File: config.mk
export PLATFORM = sky130hd
export DESIGN_NAME = hgu_axis
export DESIGN_NICKNAME = d
export VERILOG_FILES = /design/src/hw/rtl/hgu_pkg.sv /design/src/hw/rtl/hgu_axis.sv
export SDC_FILE = /design/constraint.sdc
export NUM_CORES = 2
export LEC_CHECK = 0
export ABC_AREA = 1
export BUFFER_PORTS_ARGS = -buffer_cell sky130_fd_sc_hd__buf_2
export CORE_UTILIZATION = 70
export DETAILED_ROUTE_END_ITERATION = 7
export PLACE_DENSITY = 0.89
export SYNTH_ARGS = -nofsm -noshare
export SYNTH_HDL_FRONTEND = slang
export SYNTH_SLANG_ARGS = --single-unit
File: constraint.sdc
create_clock -name clk_i -period 22.2 [get_ports clk_i]
set_input_delay 4.44 -clock clk_i [delete_from_list [all_inputs] [get_ports clk_i]]
set_output_delay 4.44 -clock clk_i [all_outputs]
set_load 0.05 [all_outputs]
File: src/hw/rtl/hgu_pkg.sv
// shared constants and types for the 2d uniform-bin histogram
// no dependencies; used by hgu_axis and histogram_2d_uniform_bins_top
`timescale 1ns / 1ps

package hgu_pkg;

  // counter store
  localparam int unsigned MaxCells = 4096;
  localparam int unsigned AddrW    = $clog2(MaxCells);
  localparam int unsigned CntW     = 32;

  // fixed field widths
  localparam int unsigned SampleW = 32;
  localparam int unsigned BinsW   = 13;
  localparam int unsigned IdxW    = 12;
  localparam int unsigned CfgIdxW = 3;
  localparam int unsigned CfgW    = 32;
  localparam int unsigned CellW   = 2 * BinsW + 1;

  // configuration register indexes
  localparam logic [CfgIdxW-1:0] RegXLow   = 3'd0;
  localparam logic [CfgIdxW-1:0] RegXHigh  = 3'd1;
  localparam logic [CfgIdxW-1:0] RegYLow   = 3'd2;
  localparam logic [CfgIdxW-1:0] RegYHigh  = 3'd3;
  localparam logic [CfgIdxW-1:0] RegBinsX  = 3'd4;
  localparam logic [CfgIdxW-1:0] RegBinsY  = 3'd5;
  localparam logic [CfgIdxW-1:0] RegXScale = 3'd6;
  localparam logic [CfgIdxW-1:0] RegYScale = 3'd7;

  // item kinds
  localparam logic KindSample = 1'b0;
  localparam logic KindRead   = 1'b1;

  // stage loads for the per-axis binning pipe
  typedef struct packed {
    logic ld_mul;
    logic ld_bin;
  } axis_ctl_t;

endpackage

File: src/hw/rtl/hgu_axis.sv
// one axis of the binning pipe: range check and scale multiply, then bin clamp
// depends on hgu_pkg
`timescale 1ns / 1ps

module hgu_axis (
  input  logic                        clk_i,
  input  hgu_pkg::axis_ctl_t          ctl_i,
  input  logic [hgu_pkg::SampleW-1:0] v_i,
  input  logic [hgu_pkg::SampleW-1:0] lo_i,
  input  logic [hgu_pkg::SampleW-1:0] hi_i,
  input  logic [hgu_pkg::SampleW-1:0] scale_i,
  input  logic [hgu_pkg::BinsW-1:0]   nbins_i,
  output logic [hgu_pkg::BinsW-1:0]   bin_o,
  output logic                        ok_o
);

  localparam int unsigned W = hgu_pkg::SampleW;

  logic [W-1:0]   diff;
  logic           in_rng;
  logic [2*W-1:0] prod_d;
  logic [2*W-1:0] prod_q;
  logic           rng_q;
  logic           at_hi_q;

  logic [W-1:0]   whole;
  logic           over;
  logic [hgu_pkg::BinsW-1:0] bin_d;
  logic           ok_d;

  // stage 1: window test and Q32.32 product of offset and scale
  assign diff   = v_i - lo_i;
  assign in_rng = (nbins_i != '0) && ($signed(v_i) >= $signed(lo_i))
                  && ($signed(v_i) <= $signed(hi_i));
  assign prod_d = (2*W)'(diff) * (2*W)'(scale_i);

  always_ff @(posedge clk_i) begin
    if (ctl_i.ld_mul) begin
      prod_q  <= prod_d;
      rng_q   <= in_rng;
      at_hi_q <= (v_i == hi_i);
    end
  end

  // stage 2: integer part, overshoot to last bin only at the upper edge
  assign whole = prod_q[2*W-1:W];
  assign over  = whole >= W'(nbins_i);

  always_comb begin
    bin_d = whole[hgu_pkg::BinsW-1:0];
    ok_d  = rng_q;
    if (over) begin
      bin_d = nbins_i - hgu_pkg::BinsW'(1);
      ok_d  = rng_q && at_hi_q;
    end
  end

  always_ff @(posedge clk_i) begin
    if (ctl_i.ld_bin) begin
      bin_o <= bin_d;
      ok_o  <= ok_d;
    end
  end

endmodule

==> metrics.md <==
| Metric | Value |
|---|---|
| Nets | 6278 |
| Synth Register Bits | 48 |
| Total number of vias | 34700 |
| Clock transition at the registers of the reported paths | 0.08 ns |
| CP peak stage delay | 1.05 ns |
| Adder-Cell Fraction of Synth Area | 0.575 |
| Worst Tran Pin Value | 1.25 ns |
| Clock root buffer master | clkbuf_16 |
| First-pass GRT wire length | 204000 um |
| Final Hold Fails | 0 |
| Die area | 56000 um^2 |
| Synth unique cells | 44 |
| Total Neg Setup Slack | 0 ns |
| Clk_skew | 0.0130 ns |
| Count of final max-slew check failures | 0 |
| Routed wire length per instance | 23.8 um |
| Final worst-path cycle share | 0.625 |
| Die Span Y | 237 um |
| P&R area growth vs syn | 3.25% |
| Crit path capture type | register |
| CP startpoint kind | primary input |
| Worst setup path startpoint | v_i[0] |
| Number of synthesized flops with an enable pin | 48 |
| Total I/O pin count | 158 |
| Main combinational cell family by area after synthesis | adder cells |
| CTS tree | built |
| DR DRC count | 11 |
| Layout cells sized above 1 | 0.0547 |
| Cell mode on critical path | nand2_1 |
| R2r startpoint | prod_q[44] |
| Mapped Cells | 4888 |
| Max cap viols | 0 |
| Max clock buf depth | 2 |
| Num CTS Buffers | 5 |
| GR Util All Layers | 0.493 |
| Sequential area share after synthesis | 0.0374 |
| Hold buffer count at cts | 0 |
| Vias in the first global route | 36200 |
| DR pass1 iterations | 8 |
| Worst slew margin | 0.164 |
| Vias per cell | 6.20 |
| Fin crit period | 13.87 ns |
| Xor and xnor fraction of the mapped netlist area | 0.00363 |
| Largest net degree at the start of global routing | 35 |
| Slowest cell on crit path | nand2_1 |
| Crit. path cell count | 34 |
| Drt total wl | 133000 um |
| Worst Reg-to-Reg Cells | 7 |
| Maximum fanout along the worst path | 20 |
| Critical path arrival | 13.92 ns |
| WS Path Type | primary input to register |
| Clock sinks | 48 |
| Cell Area, Synth | 38600 um^2 |
| Status | finished with violations |
| Violated checks | DRC |
| Hpwl dp | 105000 um |
| Warnings, synthesis | 0 |
| Die Width | 237 um |
| RSZ-0062 raised after global routing | false |
| Port Buffers | 157 |
| Antenna-violating nets left | 0 |
| CP Data Required Time | 22.25 ns |
| Post-CTS setup buffers | 0 |
| H-tree depth | 2 |
| CP delay by family, top | adder cells |
| Post-synthesis mux area share | 0 |
| Core ar. | 54100 um^2 |
| Worst Hold Class | register to register |
| Initial antenna violation count | 2 |
| Initial DRC count | 4509 |
| F_max | 72.1 MHz |
| Initial Utilization | 0.712 |
| Global route overflow | 0 |
| Worst-Skew Late Latency | 0.30 ns |
| Net Count, Synth | 6266 |
| Main synth FF type | edfxtp_1 |
| Post-CTS sizing | 0 |
| Async S/R FF share, synth | 0 |
| # rows | 85 |
| Hold Crit Depth | 1 |
| Hold wc startpoint | rng_q |
| Simple-gate area share of the yosys netlist | 0.207 |
| Final-report setup violation count | 0 |
| Avg Inst Size Synth | 7.89 um^2 |
| Routability cong. | 1.04 |
| WP buf/inv | 6 |
| Compound-Gate Fraction of Synth Area | 0.0389 |
-- synthesized netlist by cell type, types with 11 or more instances --
library cell,n,area (um^2)
o21bai_1,18,135
inv_1,1183,4440
buf_2,49,245
o21ai_0,75,375
ha_1,338,4230
nor2_1,756,2840
edfxtp_1,48,1440
nor4_1,11,68.8
nand2_1,757,2840
nand2_2,27,169
buf_4,17,128
fa_1,896,17900
nand4_1,13,81.3
clkbuf_1,108,405
clkinv_1,15,56.3
nand3_1,293,1470
a21oi_1,149,746
nor3_1,29,145
-- worst register-to-register path, cell delays in order, from the launching register on --
cell and delay, ns:
edfxtp_1 0.43, ha_1 0.30, inv_1 0.04, nor3_1 0.23, nor3b_1 0.44, a21oi_1 0.12
nand3b_1 0.72, a21oi_1 0.29
-- sequential cells by signal, indices dropped and copies added (netlist names) --
| name | cells |
|---|---|
| at_hi_q | 1 |
| bin_o | 13 |
| ok_o | 1 |
| prod_q | 32 |
| rng_q | 1 |
-- cells in the final DEF (no fill, tap or decap), types with 9 or more instances in the layout --
| cell | instances |
|---|---|
| ha_1 | 338 |
| o21bai_1 | 18 |
| inv_2 | 10 |
| or2_2 | 9 |
| nand2_2 | 27 |
| edfxtp_1 | 48 |
| o21ai_0 | 75 |
| nor2_1 | 756 |
| nor4_1 | 11 |
| fa_1 | 896 |
| inv_1 | 1183 |
| buf_4 | 27 |
| clkinv_1 | 15 |
| nand4_1 | 13 |
| a21oi_2 | 9 |
| buf_2 | 157 |
| nor3_1 | 29 |
| a21oi_1 | 149 |
| nand3_1 | 293 |
| nand2_1 | 757 |
| xor2_1 | 10 |
-- area by class of cell --
cell class	instances	area, um^2
antenna	5	12.5
timing repair buffer	184	988
clock inverter	3	68.8
clock buffer	5	125
tap	696	871
fill	4072	14300
sequential	48	1440
multi-input combinational	3453	31800
inverter	1208	4530
-- final timing paths --
check / to / slack [ns]
setup / recovery: prod_q[52] / 8.33
setup reg to reg: bin_o[9] / 19.32
hold / removal: ok_o / 0.64
hold reg to reg: ok_o / 0.64
-- metrics by stage --
stage               utilization  cells  cell area, um^2  hold slack (ns)  setup slack [ns]
floorplan                     -   4888            38600            0.558             10.34
global placement          0.732   5589            39600            0.604              8.48
detailed placement        0.732   5589            39600            0.595              8.46
CTS                       0.735   5597            39800            0.615              8.76
global route              0.735   5597            39800            0.657              8.15
finish                    0.736   5602            39800            0.641              8.33
-- kinds of logic after synthesis --
family / count (synthesis)
AO/OA/AOI/OAI: 274
XOR/XNOR: 16
buffers and inverters: 1387
adder cells (fa/ha/maj): 1234
AND/OR/NAND/NOR: 1929
flip-flops: 48
-- layer usage --
metal  wire length (um)  vias up  track usage  part of all wire
li1                   -    14400            -                 -
met1              44400    16500        0.617              0.33
met2              52700     2934        0.692              0.40
met3              23800      817        0.209              0.18
met4              12100        4        0.338             0.091
met5                135        -       0.0165            0.0010
Power is not shown: default switching activity piles up to over one toggle a cycle in this logic, so the estimate is an artifact.
